## src/rtl/stc_pkg.sv

```systemverilog
`timescale 1ns / 1ps

package stc_pkg;

    localparam int KIND_W     = 2;
    localparam int SYMBOL_W   = 64;
    localparam int LOC_PORT_W = 16;

    localparam logic [KIND_W-1:0] KIND_INSERT = 2'd0;
    localparam logic [KIND_W-1:0] KIND_LOOKUP = 2'd1;
    localparam logic [KIND_W-1:0] KIND_MATCH  = 2'd2;

    // Controller to datapath
    typedef struct packed {
        logic load;    // latch the incoming transaction, restart the scan
        logic scan;    // walk the used entries
        logic commit;  // update the table and load the result register
    } dp_cmd_t;

    // Datapath to controller
    typedef struct packed {
        logic scan_done;
    } dp_status_t;

endpackage

```

## src/rtl/stc_ctrl.sv

```systemverilog
`timescale 1ns / 1ps

module stc_ctrl (
    input  logic               aclk,
    input  logic               aresetn,
    input  logic               s_valid,
    output logic               s_ready,
    output logic               m_valid,
    input  logic               m_ready,
    output stc_pkg::dp_cmd_t   cmd,
    input  stc_pkg::dp_status_t status
);

    typedef enum logic [1:0] {
        ST_IDLE,
        ST_SCAN,
        ST_RESULT
    } state_t;

    state_t state_reg, state_next;
    logic   m_valid_reg, m_valid_next;
    logic   out_free;

    assign out_free = !m_valid_reg || m_ready;
    assign s_ready  = aresetn && (state_reg == ST_IDLE);
    assign m_valid  = m_valid_reg;

    always_comb begin
        state_next   = state_reg;
        m_valid_next = m_valid_reg && !m_ready;
        cmd          = '0;
        unique case (state_reg)
            ST_IDLE: begin
                if (s_valid) begin
                    cmd.load   = 1'b1;
                    state_next = ST_SCAN;
                end
            end
            ST_SCAN: begin
                cmd.scan = 1'b1;
                if (status.scan_done) begin
                    state_next = ST_RESULT;
                end
            end
            ST_RESULT: begin
                // hold until the result register can take the new transaction
                if (out_free) begin
                    cmd.commit   = 1'b1;
                    m_valid_next = 1'b1;
                    state_next   = ST_IDLE;
                end
            end
            default: begin
                state_next = ST_IDLE;
            end
        endcase
    end

    always_ff @(posedge aclk) begin
        if (!aresetn) begin
            state_reg   <= ST_IDLE;
            m_valid_reg <= 1'b0;
        end else begin
            state_reg   <= state_next;
            m_valid_reg <= m_valid_next;
        end
    end

endmodule

```

## config.mk

```make
export PLATFORM = sky130hd
export DESIGN_NAME = stc_ctrl
export DESIGN_NICKNAME = d
export VERILOG_FILES = /design/src/rtl/stc_pkg.sv /design/src/rtl/stc_ctrl.sv
export SDC_FILE = /design/constraint.sdc
export NUM_CORES = 1
export LEC_CHECK = 0
export BUFFER_PORTS_ARGS = -buffer_cell sky130_fd_sc_hd__buf_2
export CAP_MARGIN = 20
export CELL_PAD_IN_SITES_DETAIL_PLACEMENT = 0
export CELL_PAD_IN_SITES_GLOBAL_PLACEMENT = 1
export CORE_AREA = 2 2 39 41
export DETAILED_ROUTE_END_ITERATION = 12
export DIE_AREA = 0 0 41 43
export PLACE_DENSITY = 0.51
export SLEW_MARGIN = 30
export SYNTH_ARGS = -nofsm -noshare
export SYNTH_HDL_FRONTEND = slang
export SYNTH_SLANG_ARGS = --single-unit
```

## constraint.sdc

```tcl
create_clock -name aclk -period 2.1 [get_ports aclk]
set_clock_uncertainty 0.2 [all_clocks]
set_input_delay 0.42 -clock aclk [delete_from_list [all_inputs] [get_ports aclk]]
set_output_delay 0.42 -clock aclk [all_outputs]
set_load 0.05 [all_outputs]
```

## Word-level counts from Yosys, hierarchy flattened

Cells that the tools add are included.

- Register bits: 3
- Input bits: 5
- Output and inout port bits: 5
- Word-level logic and storage cells: 25

- Equal/unequal tests: 5
- Mux-type cells: 11
- Reduce and logical (&&, ||, !) cells: 7

Operators by type and width:

| kind | number |
|---|---|
| $mux 1 | 7 |
| $mux 2 | 3 |
| $ne 2x2->1 const B | 3 |
| $pmux 2 s3 | 1 |
| $reduce_and 3->1 | 1 |
| $eq 2x1->1 const B | 1 |
| $eq 2x2->1 const B | 1 |
| $logic_and 1x1->1 | 2 |
| $logic_not 1->1 | 2 |
| $logic_not 2->1 | 1 |
| $logic_or 1x1->1 | 1 |

## Longest topological paths before layout

Gate-level depths: netlist of run 1.

- Depth after elaboration: 4
- Depth in mapped cells: 2
- Gate-level depth less buffers: 2

## Least setup slack after synthesis of run 1

OpenSTA, ideal clock, no wires.

- Path type: input to output
- Start: in s_valid
- End: out cmd[2] (netlist bit)
- Data arrival time: 1.566 ns
- Data required time: 1.480 ns
- Setup slack: -0.086 ns
- Cell stages on the path: 1
- Buffers on the path: 0
- Cells stage by stage: nor3b_1

- Cells in the longest elaborated chain, start to end: 2

Ends and longest elaborated chain:

| element | line | source |
|---|---|---|
| from (decl) | stc_ctrl.sv:6 | `input logic s_valid,` |
| $mux 1 | stc_ctrl.sv:34 | `if (s_valid) begin` |
| $mux 1 | stc_ctrl.sv:32 | `unique case (state_reg)` |
| to (decl) | stc_ctrl.sv:10 | `output stc_pkg::dp_cmd_t cmd,` |

Every way passes these cells.

==> metrics.md, run 1 <==
| Metric | Value |
|---|---|
| Result of the run | `complete, no violations` |
| Gpl congestion | `0.6884` |
| Mean instance size in the synthesized netlist | `9.175 um2` |
| P&R area growth vs syn | `56.82%` |
| Number of antenna violations at the first check in global routing | `0` |
| Slowest Stage Delay on Critical Path | `440 ps` |
| Max-cap viol count | `0` |
| Number of synthesized register bits | `3` |
| Residual antenna-violating net count after detailed routing | `0` |
| Final HPWL from detailed placement | `295.7 um` |
| Standard-cell rows | `14` |
| # hold bufs at CTS | `0` |
| Vias in the first global route | `175` |
| Syn Std Cell Area | `165.2 um2` |
| TritonCTS Buffers | `3` |
| Post-synth top area cell | `sky130_fd_sc_hd__dfxtp_1` |
| Share of cells above drive strength 1 | `46.67%` |
| Cell-by-cell listing of the critical path | `nand2b_1, nor2b_1, buf_2` |
| CP endpoint kind | `primary output` |
| Crit-path max FO | `7` |
| Setup fix buffers added after clock tree synthesis | `0` |
| Total clock sinks | `3` |
| Critical path start-end classification | `reg2out` |
| Multi-input combinational cell area | `107.6 um2` |
| Synthesis Warnings | `0` |
| Pre-antenna DRT Iters | `2` |
| Resize count post-CTS | `0` |
| Startpoint kind of the worst setup timing path | `register` |
| Maximum level of the CTS H-tree | `1` |
| Setup violations, final | `0` |
| Setup repair after global routing missed its margin | `no` |
| Syn_nets | `23` |
| I/O Pins | `10` |
| Cells after synthesis | `18` |
| Final count of hold timing violations | `0` |
| Overall die height | `43 um` |
| Final global-route overflow total | `0` |
| Total track usage | `6.727%` |
| Clock edge transition at the registers on the reported setup and hold paths | `40 ps` |
| Total number of vias | `162` |
| Cell variety after synth | `9` |
| Worst slack after detailed placement | `477.7 ps` |
| Number of diodes added for antenna fixing | `0` |
| Via density per instance | `3.522` |
| Worst min-delay path class | `in2reg` |
| Filler cell count | `152` |
| Area share of the leading cell type in the synthesized netlist | `36.36%` |
| CTS tree | `yes` |
| Endpoint arrival time on the critical path | `1170 ps` |
| Placeable Area | `0.001384 mm2` |
| Leakage component of the power | `0.1148 nW` |
| Area contributors post-synth | `sky130_fd_sc_hd__dfxtp_1 36%, sky130_fd_sc_hd__nand2b_1 19%, sky130_fd_sc_hd__a21boi_1 9.1%` |
| Ratio of total power to cell area | `804.5 mW/mm2` |
| Post-synthesis sequential area ratio | `36.36%` |
| Power Total | `208.4 uW` |
| Wire length of the first global-routing pass | `696 um` |
| Root buffer selected by CTS | `sky130_fd_sc_hd__clkbuf_4` |
| Sum of negative setup slack | `0 ps` |
| Data required time at the worst endpoint | `1480 ps` |
| Total detailed-routing wirelength | `386 um` |
| Width of the die | `41 um` |
| Remaining routing DRC violations | `0` |
| Die Footprint | `0.001763 mm2` |
| Maximum clock path buffer count | `2` |
| Sequential standard cell area | `60.06 um2` |
| Largest net degree at the start of global routing | `9` |
| Max Clock Freq | `557.9 MHz` |
| Worst VDD drop | `173.8 uV` |
| Max-slew violation count | `0` |
| Clk_lat worst skew | `230 ps` |
| Highest-delay cell along the critical path | `sky130_fd_sc_hd__dfxtp_1` |
| Largest register FFs | `2` |
| Number of buffers inserted by port buffering | `9` |
| Max-slew headroom | `83.20%` |
| Total number of nets in the final design | `36` |
| Iteration-0 DRC Markers | `4` |
| Initial standard-cell utilization of the core | `11.93%` |
| Routed wire length per instance | `8.391 um` |
| Setup ws final | `307.5 ps` |
| Actual transition at the worst max-transition pin | `251.6 ps` |
| Period minus WS final | `1792 ps` |
| Final cycle utilization of the critical path | `85.36%` |
-- where the power goes --
part	internal, mW	switching (mW)	leakage [nW]	total (mW)
clock network	0.0712	0.0299	0.0150	0.101
registers	0.0599	0.00444	0.0245	0.0643
logic	0.0147	0.0283	0.0753	0.0430
-- final timing paths --
path                start           end  slack [ps]  cells after the start
max reg2reg  state_reg[0]       m_valid        1100                      2
min reg2reg       m_valid  state_reg[1]         310                      2
max          state_reg[1]        cmd[0]         310                      3
min               aresetn  state_reg[0]         270                      3
-- synthesized netlist by cell type --
cell type,instances
sky130_fd_sc_hd__a21oi_1,1
sky130_fd_sc_hd__nand3b_1,1
sky130_fd_sc_hd__dfxtp_1,3
sky130_fd_sc_hd__nand2b_1,5
sky130_fd_sc_hd__nor3b_1,2
sky130_fd_sc_hd__a21boi_1,2
sky130_fd_sc_hd__nor2b_1,2
sky130_fd_sc_hd__buf_4,1
sky130_fd_sc_hd__nand4bb_1,1
-- critical path: cells and delay by family, from the launching register on --
family        cells  cell delay, ps
flops             1             440
simple gates      2             230
buf+inv           1             270
-- metal layers --
layer | part of all wire (%) | vias up | track usage (%) | wire, um
met3 | 15 | 0 | 4.712 | 59
met2 | 36 | 10 | 6.875 | 140
met5 | 0 | - | 0 | 0
met4 | 0 | 0 | 8.000 | 0
li1 | - | 84 | - | -
met1 | 48 | 68 | 7.717 | 185
-- area by class of cell --
cell class              instances  share of cell area [%]
clock buffers                   4                   10.14
multi-input cells              14                   41.55
flip-flops and latches          3                   23.19
well taps                      16                   7.729
repair buffers                  9                   17.39
-- per-stage QoR --
stage	std cells	cell area [um2]	hold WS [ps]	util (%)
finish	46	259.0	265.0	18.72
global route	46	259.0	261.0	18.72
CTS	46	259.0	258.7	18.72
detailed placement	42	232.7	311.0	16.82
global placement	42	232.7	288.4	16.82
floorplan	18	175.2	318.1	-
-- cell families after synthesis --
| logic type | synth area share, % |
|---|---|
| and+or+nand+nor | 46.97 |
| DFF | 36.37 |
| AOI/OAI and AO/OA | 12.12 |
| buffers and inverters | 4.547 |
-- layout by cell type (no fill, tap or decap) --
master	instances
sky130_fd_sc_hd__clkbuf_1	1
sky130_fd_sc_hd__nand4bb_1	1
sky130_fd_sc_hd__a21oi_1	1
sky130_fd_sc_hd__clkbuf_4	3
sky130_fd_sc_hd__a21boi_1	2
sky130_fd_sc_hd__buf_2	9
sky130_fd_sc_hd__nand3b_1	1
sky130_fd_sc_hd__dfxtp_1	3
sky130_fd_sc_hd__nand2b_1	5
sky130_fd_sc_hd__nor3b_2	2
sky130_fd_sc_hd__nor2b_1	2
No activity file was read; power rests on OpenSTA's default activity.
==> run 2, diff against run 1 <==
RECOVER_POWER = 25   (was not set)
==> run 2 against run 1 <==
Final cell count unchanged. Critical path type unchanged. Design area unchanged. Via count increased by 1.9%. Count of clock-buffer cells in the layout unchanged.
==> metrics.md, run 2 (synthesis results as in run 1) <==
| Metric | Value |
|---|---|
| Via density per instance | `3.587 (was 3.522)` |
| Pre-antenna DRT Iters | `2 (unchanged)` |
| Worst VDD drop | `173.8 uV (about the same)` |
| Total detailed-routing wirelength | `385 um (was 386 um)` |
| CTS tree | `yes (unchanged)` |
| Setup fix buffers added after clock tree synthesis | `0 (unchanged)` |
| P&R area growth vs syn | `56.82% (unchanged)` |
| # hold bufs at CTS | `0 (unchanged)` |
| Buffers and inverters on the worst path | `1 (unchanged)` |
| Ratio of total power to cell area | `804.2 mW/mm2 (was 804.5 mW/mm2)` |
| Critical path start-end classification | `reg2out (unchanged)` |
| Actual transition at the worst max-transition pin | `256.3 ps (was 251.6 ps)` |
| CP endpoint kind | `primary output (unchanged)` |
| Power share of the clock group | `48.5% (about the same)` |
| Max Clock Freq | `558.0 MHz (was 557.9 MHz)` |
| I/O Pins | `10 (unchanged)` |
| Total clock sinks | `3 (unchanged)` |
| Slowest Stage Delay on Critical Path | `370 ps (was 440 ps)` |
| Sequential share of power | `30.9% (about the same)` |
| Total track usage | `6.727% (unchanged)` |
| Final count of hold timing violations | `0 (unchanged)` |
| Setup violations, final | `0 (unchanged)` |
| Final cell area excluding filler cells | `259.0 um2 (unchanged)` |
| Worst slack after detailed placement | `477.7 ps (unchanged)` |
| Sw Ratio | `30.04% (was 30.03%)` |
| Setup repair after global routing missed its margin | `no (unchanged)` |
| Clk_lat worst skew | `230 ps (about the same)` |
| Clock edge transition at the registers on the reported setup and hold paths | `40 ps (about the same)` |
| Most used cells in the layout excluding fill and tap cells | `9 x sky130_fd_sc_hd__buf_2, 5 x sky130_fd_sc_hd__nand2b_1, 3 x sky130_fd_sc_hd__clkbuf_4, 3 x sky130_fd_sc_hd__dfxtp_1 (unchanged)` |
| Wire length of the first global-routing pass | `696 um (unchanged)` |
| Crit-path max FO | `8 (was 7)` |
| Post-layout utilization of the core | `18.72% (unchanged)` |
| Overall die height | `43 um (unchanged)` |
| Family with the most delay on the worst path | `flip-flops (unchanged)` |
| Die Footprint | `0.001763 mm2 (unchanged)` |
| Endpoint arrival time on the critical path | `1170 ps (about the same)` |
| Max-slew headroom | `82.89% (was 83.20%)` |
| Number of diodes added for antenna fixing | `0 (unchanged)` |
| Leading cell type in the layout, fill and taps excluded | `sky130_fd_sc_hd__buf_2 (unchanged)` |
| Gpl congestion | `0.6884 (unchanged)` |
| Final HPWL from detailed placement | `295.7 um (unchanged)` |
| Final cycle utilization of the critical path | `85.34% (was 85.36%)` |
| Setup ws final | `307.8 ps (was 307.5 ps)` |
| Switching pwr | `62.58 uW (unchanged)` |
| Standard-cell rows | `14 (unchanged)` |
| Remaining routing DRC violations | `0 (unchanged)` |
| Width of the die | `41 um (unchanged)` |
| Hold path cells | `3 (unchanged)` |
| Final-layout worst hold slack | `264.0 ps (was 265.0 ps)` |
| Critical path depth in cells | `3 (unchanged)` |
| Placeable Area | `0.001384 mm2 (unchanged)` |
| Worst min-delay path class | `in2reg (unchanged)` |
| Largest register FFs | `2 (unchanged)` |
| Leakage component of the power | `0.1143 nW (was 0.1148 nW)` |
| Routed wire length per instance | `8.370 um (was 8.391 um)` |
| Result of the run | `complete, no violations (unchanged)` |
| Reg2Reg Depth | `2 (unchanged)` |
| Share of power burned in combinational logic | `20.5% (was 20.6%)` |
| Largest net degree at the start of global routing | `9 (unchanged)` |
| Max-cap viol count | `0 (unchanged)` |
| Share of cells above drive strength 1 | `46.67% (unchanged)` |
| TritonCTS Buffers | `3 (unchanged)` |
| Root buffer selected by CTS | `sky130_fd_sc_hd__clkbuf_4 (unchanged)` |
| Startpoint kind of the worst setup timing path | `register (unchanged)` |
| Resize count post-CTS | `0 (unchanged)` |
| Sum of negative setup slack | `0 ps (unchanged)` |
| Final global-route overflow total | `0 (unchanged)` |
| Maximum clock path buffer count | `2 (unchanged)` |
| Data required time at the worst endpoint | `1480 ps (about the same)` |
| Cell-by-cell listing of the critical path | `nand2b_1, nor2b_1, buf_2 (unchanged)` |
| Placement Cell Area | `232.7 um2 (unchanged)` |
| Highest-delay cell along the critical path | `sky130_fd_sc_hd__dfxtp_1 (unchanged)` |
| Max-slew violation count | `0 (unchanged)` |
| Number of antenna violations at the first check in global routing | `0 (unchanged)` |
| Iteration-0 DRC Markers | `4 (unchanged)` |
| Residual antenna-violating net count after detailed routing | `0 (unchanged)` |
| Total number of nets in the final design | `36 (unchanged)` |
| Vias in the first global route | `175 (unchanged)` |
| Number of buffers inserted by port buffering | `9 (unchanged)` |
| Maximum level of the CTS H-tree | `1 (unchanged)` |
| Initial standard-cell utilization of the core | `11.93% (unchanged)` |
| Period minus WS final | `1792 ps (about the same)` |
| Pint | `145.7 uW (was 145.8 uW)` |
| Total number of vias | `165 (was 162)` |
## run 2: final timing paths
check | start | to | slack [ps]
hold reg to reg | m_valid | m_valid | 310
setup / recovery | state_reg[0] | cmd[0] | 310
hold / removal | aresetn | state_reg[0] | 260
setup reg to reg | state_reg[0] | state_reg[1] | 1100
## run 2: stage by stage
step	std cells	power, mW
floorplan	18	0.09870
global placement	42	0.1075
detailed placement	42	0.1085
CTS	46	0.2162
global route	46	0.2276
finish	46	0.2083
## run 2: final cells by class
class / count / area, um2
fillers: 152 / 1125
multi-input cells: 14 / 107.6
flip-flops and latches: 3 / 60.06
repair buffers: 9 / 45.04
clock buffers: 4 / 26.28
well taps: 16 / 20.02
## run 2: layer usage
metal | vias to the layer above | global-route usage, % | share of wire, %
li1 | 84 | - | -
met1 | 71 | 7.717 | 48
met2 | 10 | 6.875 | 36
met3 | 0 | 4.712 | 15
met4 | 0 | 8.000 | 0
met5 | - | 0 | 0
## run 2: power groups by stage
| stage | sequential [mW] | clock [mW] | combinational [mW] |
|---|---|---|---|
| finish | 0.0644 | 0.101 | 0.0428 |
| global route | 0.0652 | 0.117 | 0.0455 |
| CTS | 0.0645 | 0.108 | 0.0434 |
| detailed placement | 0.0653 | 0 | 0.0432 |
| global placement | 0.0650 | 0 | 0.0425 |
| floorplan | 0.0658 | 0 | 0.0329 |
## run 2: worst min-delay path: cells and delay by family
kind	cells	cell delay [ps]
AO/OA/AOI/OAI	1	40
buffers and inverters	1	110
AND/OR/NAND/NOR	1	70
